### config.mk
export PLATFORM = sky130hd
export DESIGN_NAME = hepsel_ratio_div
export DESIGN_NICKNAME = d
export VERILOG_FILES = /design/src/rtl/core/hepsel_pkg.sv /design/src/rtl/core/hepsel_ratio_div.sv
export SDC_FILE = /design/constraint.sdc
export NUM_CORES = 1
export LEC_CHECK = 0
export BUFFER_PORTS_ARGS = -buffer_cell sky130_fd_sc_hd__buf_2
export CORE_ASPECT_RATIO = 1.4
export CORE_UTILIZATION = 30
export CTS_BUF_LIST = sky130_fd_sc_hd__clkbuf_16
export DETAILED_ROUTE_END_ITERATION = 16
export SLEW_MARGIN = 20
export SYNTH_ARGS = -nofsm -noshare
export SYNTH_HDL_FRONTEND = slang
export SYNTH_SLANG_ARGS = --single-unit
### constraint.sdc
create_clock -name i_clk -period 3.4 [get_ports i_clk]
set_input_delay 0.68 -clock i_clk [delete_from_list [all_inputs] [get_ports i_clk]]
set_output_delay 0.68 -clock i_clk [all_outputs]
set_load 0.02 [all_outputs]
### src/rtl/core/hepsel_pkg.sv
package hepsel_pkg;

    // Partition and vertex space
    localparam int NUM_PARTS = 16;
    localparam int PART_W    = $clog2(NUM_PARTS);
    localparam int NUM_VERTS = 65536;
    localparam int VERT_W    = $clog2(NUM_VERTS);

    // Field widths
    localparam int VID_W     = 16;
    localparam int DEG_W     = 16;
    localparam int LOAD_W    = 32;
    localparam int WEIGHT_W  = 16;
    localparam int PIU_W     = 5;
    localparam int CFG_IDX_W = 2;
    localparam int CFG_DAT_W = 32;

    // Score arithmetic (Q6.16)
    localparam int FRAC_W    = 16;
    localparam int SCORE_W   = 22;
    localparam int BAL_FRAC  = 12;
    localparam int PROD_W    = SCORE_W + BAL_FRAC;
    localparam int G_W       = FRAC_W + 2;
    localparam logic [SCORE_W-1:0] SCORE_MAX = {SCORE_W{1'b1}};
    localparam logic [G_W-1:0]     G_TWO     = G_W'(2) << FRAC_W;
    localparam logic [LOAD_W-1:0]  LOAD_MAX  = {LOAD_W{1'b1}};

    // Sequencing
    localparam int DIV_STEPS   = LOAD_W + FRAC_W;
    localparam int RATIO_STEPS = DEG_W + FRAC_W;
    localparam int RATIO_CNT_W = $clog2(RATIO_STEPS + 1);
    localparam int SEQ_MAX     = (DIV_STEPS > NUM_PARTS) ? DIV_STEPS : NUM_PARTS;
    localparam int SEQ_CNT_W   = $clog2(SEQ_MAX + 1);

    // Register indexes
    localparam logic [CFG_IDX_W-1:0] CFG_BALANCE_WEIGHT = 2'd0;
    localparam logic [CFG_IDX_W-1:0] CFG_LOAD_LIMIT     = 2'd1;
    localparam logic [CFG_IDX_W-1:0] CFG_PARTS_IN_USE   = 2'd2;

    localparam logic [WEIGHT_W-1:0] WEIGHT_RST = 16'd4096;
    localparam logic [LOAD_W-1:0]   LIMIT_RST  = {LOAD_W{1'b1}};
    localparam logic [PIU_W-1:0]    PIU_RST    = 5'd16;

    // Best-so-far token passed down the cell row
    typedef struct packed {
        logic               none;
        logic               full;
        logic [SCORE_W-1:0] score;
        logic [PART_W-1:0]  idx;
        logic [LOAD_W-1:0]  load;
    } t_token;

    localparam t_token TOK_NONE = '{none: 1'b1, full: 1'b1, score: '0, idx: '0, load: '0};

    typedef struct packed {
        logic              start;
        logic              step;
        logic              score;
        logic              scan;
        logic              upd;
        logic [PART_W-1:0] sel;
    } t_cell_ctrl;

    typedef struct packed {
        logic [WEIGHT_W-1:0] weight;
        logic [LOAD_W-1:0]   limit;
        logic [LOAD_W-1:0]   largest;
        logic [LOAD_W-1:0]   smallest;
        logic [G_W-1:0]      ga;
        logic [G_W-1:0]      gb;
    } t_cell_bus;

    typedef enum logic [3:0] {
        ST_CLEAR,
        ST_IDLE,
        ST_DIV,
        ST_SCORE,
        ST_SCAN,
        ST_UPDATE,
        ST_SMALL,
        ST_OUT
    } t_state;

endpackage

### src/rtl/core/hepsel_ratio_div.sv
module hepsel_ratio_div (
    input  logic                        i_clk,
    input  logic                        i_rst_n,
    input  logic                        i_start,
    input  logic [hepsel_pkg::DEG_W-1:0] i_degree_a,
    input  logic [hepsel_pkg::DEG_W-1:0] i_degree_b,
    output logic [hepsel_pkg::G_W-1:0]  o_ga,
    output logic [hepsel_pkg::G_W-1:0]  o_gb,
    output logic                        o_done
);
    import hepsel_pkg::*;

    // Two restoring dividers, one quotient bit per cycle: (deg << 16) / (deg_a + deg_b)
    logic [RATIO_CNT_W-1:0] r_cnt;
    logic [DEG_W:0]         r_sum;
    logic [DEG_W:0]         r_rem [2];
    logic [RATIO_STEPS-1:0] r_dvd [2];
    logic [DEG_W:0]         r_q   [2];
    logic [DEG_W+1:0]       w_sh  [2];
    logic                   w_ge  [2];
    logic [DEG_W+1:0]       w_rem [2];
    logic [G_W-1:0]         w_g   [2];

    always_comb begin
        for (int k = 0; k < 2; k++) begin
            w_sh[k]  = {r_rem[k], r_dvd[k][RATIO_STEPS-1]};
            w_ge[k]  = w_sh[k] >= {1'b0, r_sum};
            w_rem[k] = w_ge[k] ? (w_sh[k] - {1'b0, r_sum}) : w_sh[k];
            // zero sum: ratio taken as 0
            w_g[k]   = G_TWO - ((r_sum == '0) ? '0 : G_W'(r_q[k]));
        end
    end

    always_ff @(posedge i_clk) begin
        if (!i_rst_n) begin
            r_cnt <= '0;
        end else if (i_start) begin
            r_cnt <= RATIO_CNT_W'(RATIO_STEPS);
        end else if (r_cnt != '0) begin
            r_cnt <= r_cnt - 1'b1;
        end
    end

    always_ff @(posedge i_clk) begin
        if (i_start) begin
            r_sum    <= {1'b0, i_degree_a} + {1'b0, i_degree_b};
            r_rem[0] <= '0;
            r_rem[1] <= '0;
            r_dvd[0] <= {i_degree_a, {FRAC_W{1'b0}}};
            r_dvd[1] <= {i_degree_b, {FRAC_W{1'b0}}};
            r_q[0]   <= '0;
            r_q[1]   <= '0;
        end else if (r_cnt != '0) begin
            for (int k = 0; k < 2; k++) begin
                r_rem[k] <= w_rem[k][DEG_W:0];
                r_dvd[k] <= r_dvd[k] << 1;
                r_q[k]   <= {r_q[k][DEG_W-1:0], w_ge[k]};
            end
        end
    end

    assign o_ga   = w_g[0];
    assign o_gb   = w_g[1];
    assign o_done = (r_cnt == '0);

endmodule

==> results.toml <==
[synth]
synth_top_family_by_area = "simple AND/OR/NAND/NOR gates"
synth-compound-area-share_pct = 15.51
postSynthAreaPerCell_sq_um = 9.507
yosysSeqAreaShare_pct = 44.59
async_flop_share_pct = 0
synthAdderAreaFrac_pct = 9.029
netlist_area_sq_um = 8148
synth_ff_type = "edfxtp_1"
synth_xor_area_share_pct = 5.697
synth_cell_types = 68
synth-simple-area-share_pct = 20.01
ys_warn_count = 0
syn-instance-count = 857
synth-seq-cells = 123
synth_nets = 949
synth_enable_flop_cells = 117
synthMuxAreaShare_pct = 1.612

[final_layout]
mostFrequentLayoutCells = "nand2_1 (141), edfxtp_1 (117), nor2_1 (69)"
syn2layout_area_growth_pct = 18.98
fin_util_pct = 36.25
nFillCells = 2711
layout.nets = 1026
num_antenna_cells = 0
final_cells = 1311
final_common_cell = "nand2_1"
design_area_sq_um = 9694
drive_above_1_share_pct = 16.17

[timing]
finalMaxSlewViolations = 0
finalCritPeriodShare_pct = 95.83
whs_ns = 0.5066
rsz0062_at_grt = "yes"
layout_min_cycle_time_ns = 3.258
fmax_mhz = 306.9
finalSetupViolCount = 0
slew_headroom_pct = 45.50
tightest_slew_ns = 0.8155
hold_viol = 0
skew_ns = 0.009662

[floorplanning]
dieArea_sq_um = 27830
chipHeight_um = 197.0
initial_core_util_pct = 30.47
ios = 72
rows = 71
core_area_sq_um = 26740
die_w_um = 141.3

[critical_path]
r2r-start = "r_dvd[0][61]"
worst_setup_path_end_kind = "output port"
cp_max_fo = 6
crit_start = "r_sum[7]"
worstPathRequired_ns = 2.72
cp-start-kind = "flip-flop"
path_class = "reg -> out"
worstPathArrival_ns = 2.58

[power]
ir_drop_mv = 0.4075
cellLeakagePower_nw = 4.174
power_mw = 9.887
cellPowerDensity_nw_per_um2 = 1020

[global_routing]
overflow = 0
antenna_found_initial = 0
grt_max_degree = 101
grt_usage_pct = 13.66
grt_pass1_vias = 6324
grt_pass1_wl_um = 30220

[cts]
numCtsBuffers = 17
tritoncts = "yes"
cts_hold_buf = 0
htreeDepth = 4
path_clk_slew_ns = 0.06
cts_root_buffer = "clkbuf_16"
cts_max_path_buffers = 2
clk_latency_ns = 0.42
cts.sinks = 123

[worst_hold_path]
min-delay-path-class = "reg -> reg"
worstHoldStart = "r_dvd[0][26]"

[detailed_routing]
vias = 6360
drt_pre_antenna_iters = 5
drc = 0
wl_per_cell_um = 13.97
ant_nets = 0
drt-initial-drc-count = 309
via_per_inst = 4.851
routed_wl_um = 18320

[flow_run]
cap_violations = 0

[place]
port-buffer-count = 71
dp.cells = 1274
routabilityCongestion = 0.7992
post_dp_cell_area_sq_um = 8956
place_hpwl_um = 13170

[outcome]
run_status = "completed"
-- worst max-delay path, cell delays in order (launching register included) --
cell and delay, ns:
edfxtp_1 0.39, nor4_2 0.29, nand3_1 0.13, or3_4 0.43, buf_12 0.15, nand2_2 0.08
ha_4 0.17, o21ai_2 0.08, buf_6 0.14, nor2_2 0.09, o21ai_1 0.06, buf_4 0.16
-- layout make-up --
type | count | area (sq um) | area share, %
Timing Repair Buffer | 90 | 558.0 | 5.756
Sequential cell | 123 | 3633 | 37.48
Clock inverter | 14 | 131.4 | 1.355
Clock buffer | 17 | 425.4 | 4.388
Inverter | 38 | 145.1 | 1.497
Tap cell | 365 | 456.7 | 4.711
Multi-Input combinational cell | 664 | 4344 | 44.81
-- synth_stat cells (all sizes together), types with 8 or more instances --
| cell | count | area, sq um |
|---|---|---|
| a21o | 19 | 143.9 |
| o21ai | 46 | 230.2 |
| nand2 | 143 | 536.8 |
| xnor2 | 26 | 227.7 |
| and3 | 9 | 56.30 |
| mux2i | 12 | 120.1 |
| edfxtp | 117 | 3513 |
| buf | 11 | 66.31 |
| nand3 | 17 | 85.08 |
| nor2 | 74 | 277.8 |
| inv | 38 | 142.6 |
| nor3 | 15 | 85.08 |
| xor2 | 27 | 236.5 |
| or3 | 8 | 50.05 |
| a21oi | 51 | 266.5 |
| clkbuf | 21 | 80.07 |
| nor2b | 9 | 56.30 |
| nor4 | 10 | 62.56 |
| o21a | 16 | 120.1 |
| a31oi | 14 | 87.58 |
| and2 | 38 | 237.7 |
| ha | 54 | 675.7 |
-- logic make-up (layout without fill, tap and decap cells) --
family                   Yosys count  count (layout)
AO/OA/AOI/OAI                    192             192
AND/OR/NAND/NOR                  349             349
buffers and inverters             70             159
XOR/XNOR                          53              53
adder cells (fa/ha/maj)           57              57
flip-flops                       123             123
multiplexers                      13              13
-- where the power goes --
part	internal, mW	total [mW]	switching [mW]
Combinational	2.05	5.18	3.13
Sequential	2.54	2.99	0.452
Clock	1.06	1.71	0.655
-- flip-flops by register name, summed over array words and instances (netlist names) --
name / count
r_cnt: 6
r_dvd: 32
r_q: 34
r_rem: 34
r_sum: 17
-- through the flow --
stage | setup TNS [ns] | setup WS [ns]
floorplan | 0 | 0.2529
global placement | 0 | 0.3468
detailed placement | 0 | 0.2611
CTS | 0 | 0.02180
global route | -0.2419 | -0.06248
finish | 0 | 0.1417
-- per-layer routing --
layer  global-route usage, %  up-vias  part of all wire [%]
li1                        -     3246                     -
met1                   16.36     2998                    46
met2                   24.57      103                    50
met3                   2.405       13                   2.7
met4                   4.267        0                   1.0
met5                       0        -                     0
-- repair_timing --
item | CTS | global route
endpoints found under the hold margin | 0 | 0
pin swaps | 7 | 7
resized for setup | 11 | 33
setup buffers | 2 | 4
setup endpoints to repair | 13 | 17
-- final timing paths --
kind                        to  slack (ns)  cells past startpoint
hold / removal    r_dvd[0][27]        0.51                      2
hold reg to reg   r_dvd[0][27]        0.51                      2
setup / recovery      o_ga[14]        0.14                     11
setup reg to reg  r_rem[0][18]        0.39                     12
No activity file was read; power rests on OpenSTA's default activity.
