### config.mk
export PLATFORM = sky130hd
export DESIGN_NAME = hepsel_cell
export DESIGN_NICKNAME = d
export VERILOG_FILES = /design/src/rtl/core/hepsel_pkg.sv /design/src/rtl/core/hepsel_cell.sv
export SDC_FILE = /design/constraint.sdc
export NUM_CORES = 1
export LEC_CHECK = 0
export BUFFER_PORTS_ARGS = -buffer_cell sky130_fd_sc_hd__buf_4
export CORE_MARGIN = 2
export CORE_UTILIZATION = 30
export CTS_BUF_LIST = sky130_fd_sc_hd__clkbuf_4
export CTS_CLUSTER_SIZE = 8
export DETAILED_ROUTE_END_ITERATION = 10
export GPL_TIMING_DRIVEN = 0
export PLACE_DENSITY = 0.57
export SYNTH_ARGS = -nofsm -noshare
export SYNTH_HDL_FRONTEND = slang
export SYNTH_SLANG_ARGS = --single-unit
export TNS_END_PERCENT = 5
### constraint.sdc
create_clock -name i_clk -period 5 [get_ports i_clk]
set_clock_uncertainty 0.05 [all_clocks]
set_input_delay 0.5 -clock i_clk [delete_from_list [all_inputs] [get_ports i_clk]]
set_output_delay 0.5 -clock i_clk [all_outputs]
set_load 0.02 [all_outputs]
### src/rtl/core/hepsel_pkg.sv
package hepsel_pkg;

    // Partition and vertex space
    localparam int NUM_PARTS = 16;
    localparam int PART_W    = $clog2(NUM_PARTS);
    localparam int NUM_VERTS = 65536;
    localparam int VERT_W    = $clog2(NUM_VERTS);

    // Field widths
    localparam int VID_W     = 16;
    localparam int DEG_W     = 16;
    localparam int LOAD_W    = 32;
    localparam int WEIGHT_W  = 16;
    localparam int PIU_W     = 5;
    localparam int CFG_IDX_W = 2;
    localparam int CFG_DAT_W = 32;

    // Score arithmetic (Q6.16)
    localparam int FRAC_W    = 16;
    localparam int SCORE_W   = 22;
    localparam int BAL_FRAC  = 12;
    localparam int PROD_W    = SCORE_W + BAL_FRAC;
    localparam int G_W       = FRAC_W + 2;
    localparam logic [SCORE_W-1:0] SCORE_MAX = {SCORE_W{1'b1}};
    localparam logic [G_W-1:0]     G_TWO     = G_W'(2) << FRAC_W;
    localparam logic [LOAD_W-1:0]  LOAD_MAX  = {LOAD_W{1'b1}};

    // Sequencing
    localparam int DIV_STEPS   = LOAD_W + FRAC_W;
    localparam int RATIO_STEPS = DEG_W + FRAC_W;
    localparam int RATIO_CNT_W = $clog2(RATIO_STEPS + 1);
    localparam int SEQ_MAX     = (DIV_STEPS > NUM_PARTS) ? DIV_STEPS : NUM_PARTS;
    localparam int SEQ_CNT_W   = $clog2(SEQ_MAX + 1);

    // Register indexes
    localparam logic [CFG_IDX_W-1:0] CFG_BALANCE_WEIGHT = 2'd0;
    localparam logic [CFG_IDX_W-1:0] CFG_LOAD_LIMIT     = 2'd1;
    localparam logic [CFG_IDX_W-1:0] CFG_PARTS_IN_USE   = 2'd2;

    localparam logic [WEIGHT_W-1:0] WEIGHT_RST = 16'd4096;
    localparam logic [LOAD_W-1:0]   LIMIT_RST  = {LOAD_W{1'b1}};
    localparam logic [PIU_W-1:0]    PIU_RST    = 5'd16;

    // Best-so-far token passed down the cell row
    typedef struct packed {
        logic               none;
        logic               full;
        logic [SCORE_W-1:0] score;
        logic [PART_W-1:0]  idx;
        logic [LOAD_W-1:0]  load;
    } t_token;

    localparam t_token TOK_NONE = '{none: 1'b1, full: 1'b1, score: '0, idx: '0, load: '0};

    typedef struct packed {
        logic              start;
        logic              step;
        logic              score;
        logic              scan;
        logic              upd;
        logic [PART_W-1:0] sel;
    } t_cell_ctrl;

    typedef struct packed {
        logic [WEIGHT_W-1:0] weight;
        logic [LOAD_W-1:0]   limit;
        logic [LOAD_W-1:0]   largest;
        logic [LOAD_W-1:0]   smallest;
        logic [G_W-1:0]      ga;
        logic [G_W-1:0]      gb;
    } t_cell_bus;

    typedef enum logic [3:0] {
        ST_CLEAR,
        ST_IDLE,
        ST_DIV,
        ST_SCORE,
        ST_SCAN,
        ST_UPDATE,
        ST_SMALL,
        ST_OUT
    } t_state;

endpackage

### src/rtl/core/hepsel_cell.sv
module hepsel_cell (
    input  logic                          i_clk,
    input  logic                          i_rst_n,
    input  logic [hepsel_pkg::PART_W-1:0] i_index,
    input  logic                          i_active,
    input  logic                          i_hit_a,
    input  logic                          i_hit_b,
    input  hepsel_pkg::t_cell_ctrl        i_ctrl,
    input  hepsel_pkg::t_cell_bus         i_bus,
    input  hepsel_pkg::t_token            i_tok,
    output hepsel_pkg::t_token            o_tok,
    output logic                          o_eq_small
);
    import hepsel_pkg::*;

    logic [LOAD_W-1:0]    r_load;
    logic [LOAD_W:0]      r_rem;
    logic [LOAD_W:0]      r_den;
    logic [DIV_STEPS-1:0] r_dvd;
    logic [PROD_W-1:0]    r_prod;
    logic                 r_sat;
    logic [SCORE_W-1:0]   r_score;
    logic                 r_full;
    t_token               r_tok;

    logic [LOAD_W-1:0]  w_num;
    logic [LOAD_W:0]    w_den;
    logic [LOAD_W+1:0]  w_sh;
    logic               w_ge;
    logic [LOAD_W+1:0]  w_rem;
    logic [PROD_W+1:0]  w_prod;
    logic               w_ovf;
    logic [SCORE_W-1:0] w_bal;
    logic [SCORE_W+1:0] w_sum;
    logic [SCORE_W-1:0] w_score;
    logic               w_take;
    t_token             w_own;

    always_comb begin
        w_num = (i_bus.largest > r_load) ? (i_bus.largest - r_load) : '0;
        w_den = (i_bus.largest >= i_bus.smallest)
              ? ({1'b0, i_bus.largest - i_bus.smallest} + 1'b1) : (LOAD_W+1)'(1);
        // restoring step; quotient bits feed a shift-add with the weight, MSB first
        w_sh   = {r_rem, r_dvd[DIV_STEPS-1]};
        w_ge   = w_sh >= {1'b0, r_den};
        w_rem  = w_ge ? (w_sh - {1'b0, r_den}) : w_sh;
        w_prod = {1'b0, r_prod, 1'b0} + (w_ge ? (PROD_W+2)'(i_bus.weight) : '0);
        w_ovf  = (w_prod[PROD_W+1:PROD_W] != 2'b00);
        w_bal  = r_sat ? SCORE_MAX : r_prod[PROD_W-1:BAL_FRAC];
        w_sum  = (SCORE_W+2)'(w_bal)
               + (i_hit_a ? (SCORE_W+2)'(i_bus.ga) : '0)
               + (i_hit_b ? (SCORE_W+2)'(i_bus.gb) : '0);
        w_score = (r_sat || (w_sum > (SCORE_W+2)'(SCORE_MAX))) ? SCORE_MAX
                                                                : w_sum[SCORE_W-1:0];
        w_own  = '{none: 1'b0, full: r_full, score: r_score, idx: i_index, load: r_load};
        w_take = i_active
              && (i_tok.none || (!r_full && (i_tok.full || (r_score > i_tok.score))));
    end

    always_ff @(posedge i_clk) begin
        if (!i_rst_n) begin
            r_load <= '0;
        end else if (i_ctrl.upd && (i_ctrl.sel == i_index) && (r_load != LOAD_MAX)) begin
            r_load <= r_load + 1'b1;
        end
    end

    always_ff @(posedge i_clk) begin
        if (i_ctrl.start) begin
            r_rem  <= '0;
            r_dvd  <= {w_num, {FRAC_W{1'b0}}};
            r_den  <= w_den;
            r_prod <= '0;
            r_sat  <= 1'b0;
        end else if (i_ctrl.step) begin
            r_rem  <= w_rem[LOAD_W:0];
            r_dvd  <= r_dvd << 1;
            r_prod <= w_prod[PROD_W-1:0];
            r_sat  <= r_sat | w_ovf;
        end
        if (i_ctrl.score) begin
            r_score <= w_score;
            r_full  <= (r_load >= i_bus.limit);
        end
        if (i_ctrl.scan) begin
            r_tok <= w_take ? w_own : i_tok;
        end
    end

    assign o_tok      = r_tok;
    assign o_eq_small = i_active && (r_load == i_bus.smallest);

endmodule

==> results of run 1 <==
-- cell usage after synthesis (43+ instances only) --
cell      instances  area share
a21oi_1         141       0.035
inv_1           240       0.044
clkbuf_1         71       0.013
a21o_1           77       0.028
ha_1            186        0.11
nand2_1         187       0.034
dfxtp_1         100       0.098
xnor2_1         137       0.059
nand3_1          52       0.013
o21ai_0          91       0.022
nand4_1          49       0.015
xor2_1           50       0.021
mux2_2           60       0.033
nor2_1          172       0.032
and2_1           46       0.014
nor2b_1          45       0.014
a211oi_1         43       0.016
edfxtp_1        148        0.22
-- how the worst max path moves through the flow --
stage                      end  depth (start not counted)  startpoint
CTS                 r_prod[25]                         26   r_dvd[47]
global route        r_prod[28]                         27   r_dvd[47]
floorplan           r_prod[20]                         26   r_dvd[47]
detailed placement  r_prod[29]                         25   r_dvd[47]
finish              r_prod[27]                         26   r_dvd[47]
global placement    r_prod[33]                         26   r_dvd[47]
-- critical path: cells and delay by family (launching register included) --
kind | cells | cell delay, ns
flip-flops | 1 | 0.43
buffers and inverters | 6 | 0.76
adder cells (fa/ha/maj) | 4 | 1.00
AO/OA/AOI/OAI | 11 | 1.90
AND/OR/NAND/NOR | 5 | 0.83
-- placed cells by master, fill, tap and decap left out, drive strengths merged, types with 78 or more instances in the layout --
master and instances:
ha 186, edfxtp 148, a21oi 142, nand2 187, nor2 172, inv 244
buf 327, o21ai 95, a21o 78, dfxtp 100, clkbuf 183, xnor2 137
-- cell families after synthesis --
family | Yosys count | synth area share
xor+xnor | 187 | 0.08013
mux | 78 | 0.04193
flops | 248 | 0.3154
compound gates | 572 | 0.1903
buf+inv | 327 | 0.06085
fa+ha+maj | 209 | 0.1364
simple gates | 712 | 0.1750
-- power by group through the flow --
stage	logic, mW	registers, mW	clock network [mW]
after floorplan	1.42	2.56	0
after global placement	2.13	2.55	0
after detailed placement	2.13	2.55	0
after CTS	2.24	2.51	2.20
after global routing	2.51	2.53	2.30
final	2.26	2.51	2.12
-- timing repair --
action                                  in CTS  in global routing
gates resized for setup                     53                 22
pin swaps                                   31                 23
endpoints found under the setup margin      34                 39
hold buffers                                66                  0
cloned                                       1                  0
buffers inserted                            22                  6
hold endpoints to repair                    63                  0
-- sequential cells by signal, indices dropped and copies added (netlist names) --
name     cells
r_full       1
r_dvd       32
r_prod      34
r_rem       33
r_sat        1
r_load      32
r_score     22
r_den       33
o_tok       60
-- per-stage QoR --
stage | setup WS [ns] | std cells
2_1_floorplan | -0.009635 | 2333
3_3_place_gp | -1.515 | 3490
3_5_place_dp | -1.578 | 3490
4_1_cts | -0.2423 | 3719
5_1_grt | -0.2499 | 3723
6_report | -0.03908 | 3726
-- cell type report --
class / count / area [sq um] / share of cell area
antenna: 5 / 12.51 / 0.0004841
buffer: 81 / 370.4 / 0.01433
clock buffer: 116 / 870.8 / 0.03369
clock inverter: 24 / 130.1 / 0.005035
inverter: 242 / 908.4 / 0.03515
multi-input combinational: 1758 / 12990 / 0.5025
sequential: 248 / 6446 / 0.2494
tap: 873 / 1092 / 0.04226
timing repair buffer: 379 / 3027 / 0.1171
-- metal layers --
layer / up-vias / GRT usage / part of all wire
met5: - / 0 / 0.00069
met4: 8 / 0.04291 / 0.018
met3: 96 / 0.05286 / 0.070
met2: 487 / 0.2995 / 0.45
met1: 8793 / 0.2420 / 0.46
li1: 9306 / - / -
==> results.md, run 1 <==
- Seq pwr share: 0.364
- Root buffer cell: clkbuf_4
- HPWL Detailed: 52570 um
- Fin. Hold Viols: 0
- Initial antenna violation count: 8
- Final worst-path cycle share: 1.008
- Hold Path Class: primary input to flop
- Combinational power share: 0.328
- Pwr per Cell Area: 266.7 nW/um^2
- Critical path launch point type: flop
- Slew HR: 0.09125
- Switching part of the total: 0.3456
- Ports: 287
- Die Ht: 265.0 um
- CP Max Fanout: 6
- DR vias/cell: 5.016
- Hold depth: 1
- ANT nets after route: 0
- FP Rows: 95
- Worst reg2reg path depth: 26
- R2R Setup Slk: -0.04 ns
- IO buf count: 284
- Fmax: 198.4 MHz
- Clock sink count: 248
- Final #Nets: 3224
- Die area: 70230 sq um
- Leak Pwr: 11.46 nW
- GR Util All Layers: 0.1845
- CP max stage delay: 0.43 ns
- Largest net degree at the start of global routing: 61
- Finished Cell Area: 25850 sq um
- Final setup TNS: -0.1238 ns
- Slowest cell on the critical path: edfxtp_1
- Fin util: 0.3842
- Average wire per standard cell: 17.82 um
- Worst-skew pair later-pin latency: 0.83 ns
- Failing checks: negative setup slack
- Reg2reg start: r_dvd[47]
- Primary FF master, synth: edfxtp_1
- Core box area: 67280 sq um
- Mapped cell area: 20440 sq um
- Clock buffer count from CTS: 79
- Die width: 265.0 um
- Via count: 18690
- Htree depth: 3
- Worst Tran Pin Value: 1.351 ns
- Synth Instances: 2333
- Setup ws final: -0.03908 ns
- First-pass GRT wire length: 101500 um
- EDFF count, synth: 148
- Sequential share of the synthesized area: 0.3154
- Layout cells sized above 1: 0.2058
- Worst EP arrival: 5.73 ns
- Reg-to-reg endpoint: r_prod[27]
- Syn_nets: 2768
- Bufs on Longest Clock Path: 3
- Crit. End Element: flop
- Cell variety after synth: 89
- P_int: 4.510 mW
- Setup violators final: 5
- CTS clk-pin slew, worst paths: 0.06 ns
- CP required: 5.69 ns
- Max-slew violations: 0
- Worst-case vdd ir drop: 0.1218 mV
- Hold WS: 0.06835 ns
- # fillers: 6982
- Area growth, synth to finish: 26.46%
- CTS tree: built
- Routed wire length: 66390 um
- Worst Min Path Start: i_ctrl[6]
- GPL Wtd Cong: 0.9547
- DRC errors left: 0
- Worst Hold End: r_score[11]
- Remaining Overflow, GRT: 0
- Syn. warnings: 0
- Vias in the first global route: 18065
- RSZ-0062 raised after global routing: yes
- Sw power: 2.382 mW
- Avg Cell Area, Syn: 8.761 sq um
- Max-Cap Viols: 0
- Starting Density: 0.3038
- Async SR Flop Fraction: 0
- Status: finished, violations left
- CP Class: flop to flop
- Overall power: 6.892 mW
- Clock power share: 0.307
- TritonRoute pass-1 iters: 5
- Min Tclk post-route: 5.039 ns
- Seq cells post-synth: 248
- Cell area after placement: 23670 sq um
- Drt initial violations: 1130
No activity file was read; power rests on OpenSTA's default activity.
==> run 2, diff against run 1 <==
BUFFER_PORTS_ARGS = unset   (was -buffer_cell sky130_fd_sc_hd__buf_4)
DONT_BUFFER_PORTS = 1   (was unset)
PLACE_DENSITY = 0.53   (was 0.57)
==> results.md, run 2 (synthesis gave the netlist of run 1 again) <==
- Final #Nets: 2953
- First-pass GRT wire length: 104300 um
- Area growth, synth to finish: 16.51%
- Worst-skew pair later-pin latency: 0.84 ns
- Setup ws final: -0.03909 ns
- CP required: 5.69 ns
- CP Max Fanout: 3
- Sw power: 2.345 mW
- Register area: 6446 sq um
- Final worst-path cycle share: 1.008
- RSZ-0062 raised after global routing: yes
- Fin util: 0.3540
- Hold WS: 0.09238 ns
- DR WL met3: 6545 um
- Worst EP arrival: 5.73 ns
- Worst Tran Pin Value: 1.402 ns
- Placed insts: 3206
- Switching part of the total: 0.3550
- Ports: 287
- Hold depth: 2
- Slew HR: 0.05664
- Fmax: 198.4 MHz
- Met2 wire length: 30730 um
- DR vias/cell: 5.162
- Die area: 70230 sq um
- Initial antenna violation count: 6
- Slowest cell on the critical path: edfxtp_1
- IO buf count: 0
- Vias in the first global route: 18237
- Non-filler cells, final: 3451
- Worst reg2reg path depth: 25
- Core box area: 67280 sq um
- Fin. Hold Viols: 0
- Htree depth: 3
- Reg-to-reg endpoint: r_prod[21]
- Post-route met1 wirelength: 28800 um
- Bufs on Longest Clock Path: 3
- Top routing layer in use: met5
- ANT nets after route: 0
- Hold Path Class: primary input to flop
- Status: finished, violations left
- HPWL Detailed: 53300 um
- Max-Cap Viols: 0
- Setup violators final: 6
- Max reg flops: 60
- GPL Wtd Cong: 0.9682
- Die width: 265.0 um
- Drt initial violations: 1206
- Worst Hold End: r_den[0]
- Remaining Overflow, GRT: 0
- FP Rows: 95
- CTS tree: built
- DRC errors left: 0
- Largest net degree at the start of global routing: 61
- Max-slew violations: 0
- Average wire per standard cell: 19.57 um
- Seq pwr share: 0.390
- CP max stage delay: 0.43 ns
- Starting Density: 0.3038
- Reg2reg start: r_dvd[47]
- Clock buffer count from CTS: 77
- Min Tclk post-route: 5.039 ns
- Final setup TNS: -0.1303 ns
- CTS clk-pin slew, worst paths: 0.07 ns
- Crit. End Element: flop
- Most frequent cells in the layout: inv_1, nand2_1, ha_1
- GR Util All Layers: 0.1906
- Root buffer cell: clkbuf_4
- Worst-case vdd ir drop: 0.1423 mV
- Layout cells sized above 1: 0.1161
- Clock sink count: 248
- Commonest non-fill, non-tap cell in the layout: inv_1
- TritonRoute pass-1 iters: 5
- Die Ht: 265.0 um
- Routed wire length: 67550 um
- # fillers: 6966
- Combinational power share: 0.307
- Multi-input logic area: 12970 sq um
- Pwr per Cell Area: 277.3 nW/um^2
- Via count: 17813
- Leak Pwr: 10.12 nW
- Clock power share: 0.303
- Failing checks: negative setup slack
- CP Class: flop to flop
- Critical path launch point type: flop
- R2R Setup Slk: -0.04 ns
- P_int: 4.260 mW
- Worst Min Path Start: i_bus[36]
run 2: layout make-up:
cell class / count / share of cell area
well taps: 873 / 0.04587
flip-flops and latches: 248 / 0.2707
multi-input cells: 1758 / 0.5446
inverters: 242 / 0.03815
clock buffers: 105 / 0.03310
diodes: 3 / 0.0003153
plain buffers: 84 / 0.01718
clock inverters: 31 / 0.006358
repair buffers: 107 / 0.04377
run 2: power by group through the flow:
stage / clock network (mW) / logic, mW / registers, mW
floorplan: 0 / 1.42 / 2.56
global placement: 0 / 1.82 / 2.61
detailed placement: 0 / 1.84 / 2.62
CTS: 2.08 / 2.01 / 2.57
global route: 2.19 / 2.27 / 2.59
finish: 2.00 / 2.03 / 2.57
run 2: how the worst max path moves through the flow:
stage / from / endpoint / slack, ns / cells past startpoint
after floorplan: r_dvd[47] / r_prod[20] / -0.01 / 26
after global placement: r_dvd[47] / r_prod[33] / -1.51 / 26
after detailed placement: r_dvd[47] / r_prod[33] / -1.58 / 26
after CTS: r_dvd[47] / r_prod[29] / -0.23 / 25
after global routing: r_dvd[47] / r_prod[23] / -0.28 / 25
final: r_dvd[47] / r_prod[21] / -0.04 / 25
run 2: worst max-delay path: cells and delay by family (launching register included):
family / cells / cell delay [ns]
adder cells (fa/ha/maj): 4 / 1.01
AO/OA/AOI/OAI: 11 / 2.02
flip-flops: 1 / 0.43
AND/OR/NAND/NOR: 5 / 0.86
buffers and inverters: 5 / 0.58
run 2: timing repair:
action | CTS | global route
pin swaps | 25 | 33
buffers inserted | 19 | 8
resized for setup | 51 | 23
endpoints found under the setup margin | 41 | 65
gates cloned | 1 | 0
hold endpoints to repair | 218 | 0
hold buffers | 78 | 0
run 2: layer usage:
metal,vias up,GRT usage
li1,8758,-
met2,472,0.3096
met3,104,0.08193
met1,8473,0.2298
met4,6,0.05161
met5,-,0.002079
run 2: per-stage QoR:
| stage | power, mW | worst slack [ns] | cell area (sq um) |
|---|---|---|---|
| floorplan | 3.989 | -0.009635 | 20440 |
| global placement | 4.434 | -1.513 | 21530 |
| detailed placement | 4.460 | -1.578 | 21530 |
| CTS | 6.661 | -0.2308 | 23660 |
| global route | 7.047 | -0.2807 | 23810 |
| finish | 6.604 | -0.03909 | 23810 |
==> run 3, diff against run 2 <==
CTS_BUF_LIST = unset   (was sky130_fd_sc_hd__clkbuf_4)
GPL_TIMING_DRIVEN = unset   (was 0)
SETUP_SLACK_MARGIN = 0.3   (was unset)
==> results.md, run 3 (synthesis gave the netlist of run 1 again) <==
- Status: completed
- Worst Min Path Start: i_ctrl[8]
- Finished Cell Area: 23220 sq um
- Worst-skew pair later-pin latency: 0.56 ns
- Commonest non-fill, non-tap cell in the layout: inv_1
- DRC errors left: 0
- Bufs on Longest Clock Path: 3
- Reg2reg start: r_dvd[47]
- Vias in the first global route: 16968
- Root buffer cell: clkbuf_16
- CP Class: flop to flop
- Crit path buffers/inverters: 4
- Min Tclk post-route: 4.691 ns
- CP max stage delay: 0.38 ns
- Clock sink count: 248
- R2R Setup Slk: 0.31 ns
- DR vias/cell: 5.201
- Die area: 70230 sq um
- CP required: 5.35 ns
- Fmax: 213.2 MHz
- Worst-case vdd ir drop: 0.2258 mV
- Setup violators final: 0
- Pwr per Cell Area: 298.4 nW/um^2
- Layout cells sized above 1: 0.09737
- Max reg flops: 60
- Crit path from: r_dvd[47]
- GPL Wtd Cong: 0.9401
- RSZ-0062 raised after global routing: yes
- HPWL Detailed: 49330 um
- Hold Path Class: primary input to flop
- Setup ws final: 0.3093 ns
- Met2 wire length: 29730 um
- Via count: 16996
- Ports: 287
- Crit. End Element: flop
- Levels on crit path: 25
- Drt initial violations: 968
- Slew HR: 0.2633
- Routed wire length: 64620 um
- Top routing layer in use: met5
- Final setup TNS: 0 ns
- Reg-to-reg endpoint: r_sat
- Htree depth: 2
- Post-route met1 wirelength: 27520 um
- End point of the critical path: r_sat
- IO buf count: 0
- CTS tree: built
- DR WL met3: 5953 um
- Overall power: 6.930 mW
- Most frequent cells in the layout: inv_1, nand2_1, ha_1
- Clock buffer count from CTS: 38
- Worst slack, placed: 0.07978 ns
- Final #Nets: 2806
- ANT nets after route: 0
- Fin. Hold Viols: 0
- Max-Cap Viols: 0
- Cell area after placement: 21560 sq um
- Area growth, synth to finish: 13.62%
- Remaining Overflow, GRT: 0
- Die Ht: 265.0 um
- Die width: 265.0 um
- Placed insts: 3157
- Average wire per standard cell: 19.77 um
- FP Rows: 95
- First-pass GRT wire length: 98550 um
- Worst EP arrival: 5.04 ns
- TritonRoute pass-1 iters: 7
- Non-filler cells, final: 3268
- Worst Tran Pin Value: 1.101 ns
- CP Max Fanout: 4
- Max-slew violations: 0
- Starting Density: 0.3038
- Family with the most delay on the worst path: compound AO/OA/AOI/OAI gates
- Initial antenna violation count: 4
- Critical path launch point type: flop
- CTS clk-pin slew, worst paths: 0.06 ns
- Core box area: 67280 sq um
- Slowest cell on the critical path: edfxtp_1
- GR Util All Layers: 0.1793
- Largest net degree at the start of global routing: 85
- Worst reg2reg path depth: 25
- Leak Pwr: 9.868 nW
- Final worst-path cycle share: 0.9381
-- run 3: layout make-up --
class / count / area (sq um)
Antenna cell: 2 / 5.005
Tap cell: 873 / 1092
Clock inverter: 6 / 47.55
Inverter: 242 / 908.4
Multi-Input combinational cell: 1758 / 12930
Fill cell: 6906 / 44050
Sequential cell: 248 / 6446
Timing Repair Buffer: 83 / 745.7
Clock buffer: 56 / 1049
-- run 3: routing by layer --
metal  GRT usage  up-vias
met4     0.04489        6
met5           0        -
li1            -     8386
met1      0.2210     8105
met3     0.06777       95
met2      0.2946      404
-- run 3: power by group --
part | leakage, nW | internal, mW | switching (mW)
combinational | 7.03 | 0.823 | 1.10
sequential | 2.30 | 2.41 | 0.154
clock | 0.533 | 1.44 | 0.997
total | 9.87 | 4.68 | 2.25
-- run 3: worst min path at each step --
stage,endpoint,cells after the start
floorplan,r_prod[9],2
global placement,r_prod[5],2
detailed placement,r_prod[5],2
CTS,r_prod[21],1
global route,r_sat,1
finish,r_sat,1
-- run 3: metrics by stage --
step | hold WS [ns] | util
floorplan | 0.3815 | -
global placement | 0.4084 | 0.3205
detailed placement | 0.4124 | 0.3205
CTS | -0.01216 | 0.3433
global route | -0.01151 | 0.3451
finish | 0.02645 | 0.3452
-- run 3: repair_timing --
item,in CTS,in global routing
gates cloned,1,0
setup buffers,17,3
gates resized for setup,14,15
hold endpoints to repair,117,5
hold buffers,22,4
endpoints found under the setup margin,20,33
pin swaps,17,15
-- run 3: worst reg2reg max path, cell delays in order (launching register included) --
cell	delay, ns
edfxtp_1	0.38
inv_1	0.07
ha_2	0.19
fa_2	0.20
nor2b_2	0.05
o31a_1	0.33
o31ai_4	0.29
o41ai_4	0.12
o2111ai_2	0.20
nand2_2	0.12
a21oi_4	0.25
nand2b_4	0.17
inv_1	0.04
ha_1	0.26
a21o_1	0.14
a21oi_2	0.07
o21bai_1	0.18
a21oi_2	0.10
nand2b_4	0.15
o21ai_2	0.14
o211ai_1	0.10
buf_4	0.16
a2111oi_2	0.30
buf_4	0.18
and4b_1	0.21
o32ai_2	0.07
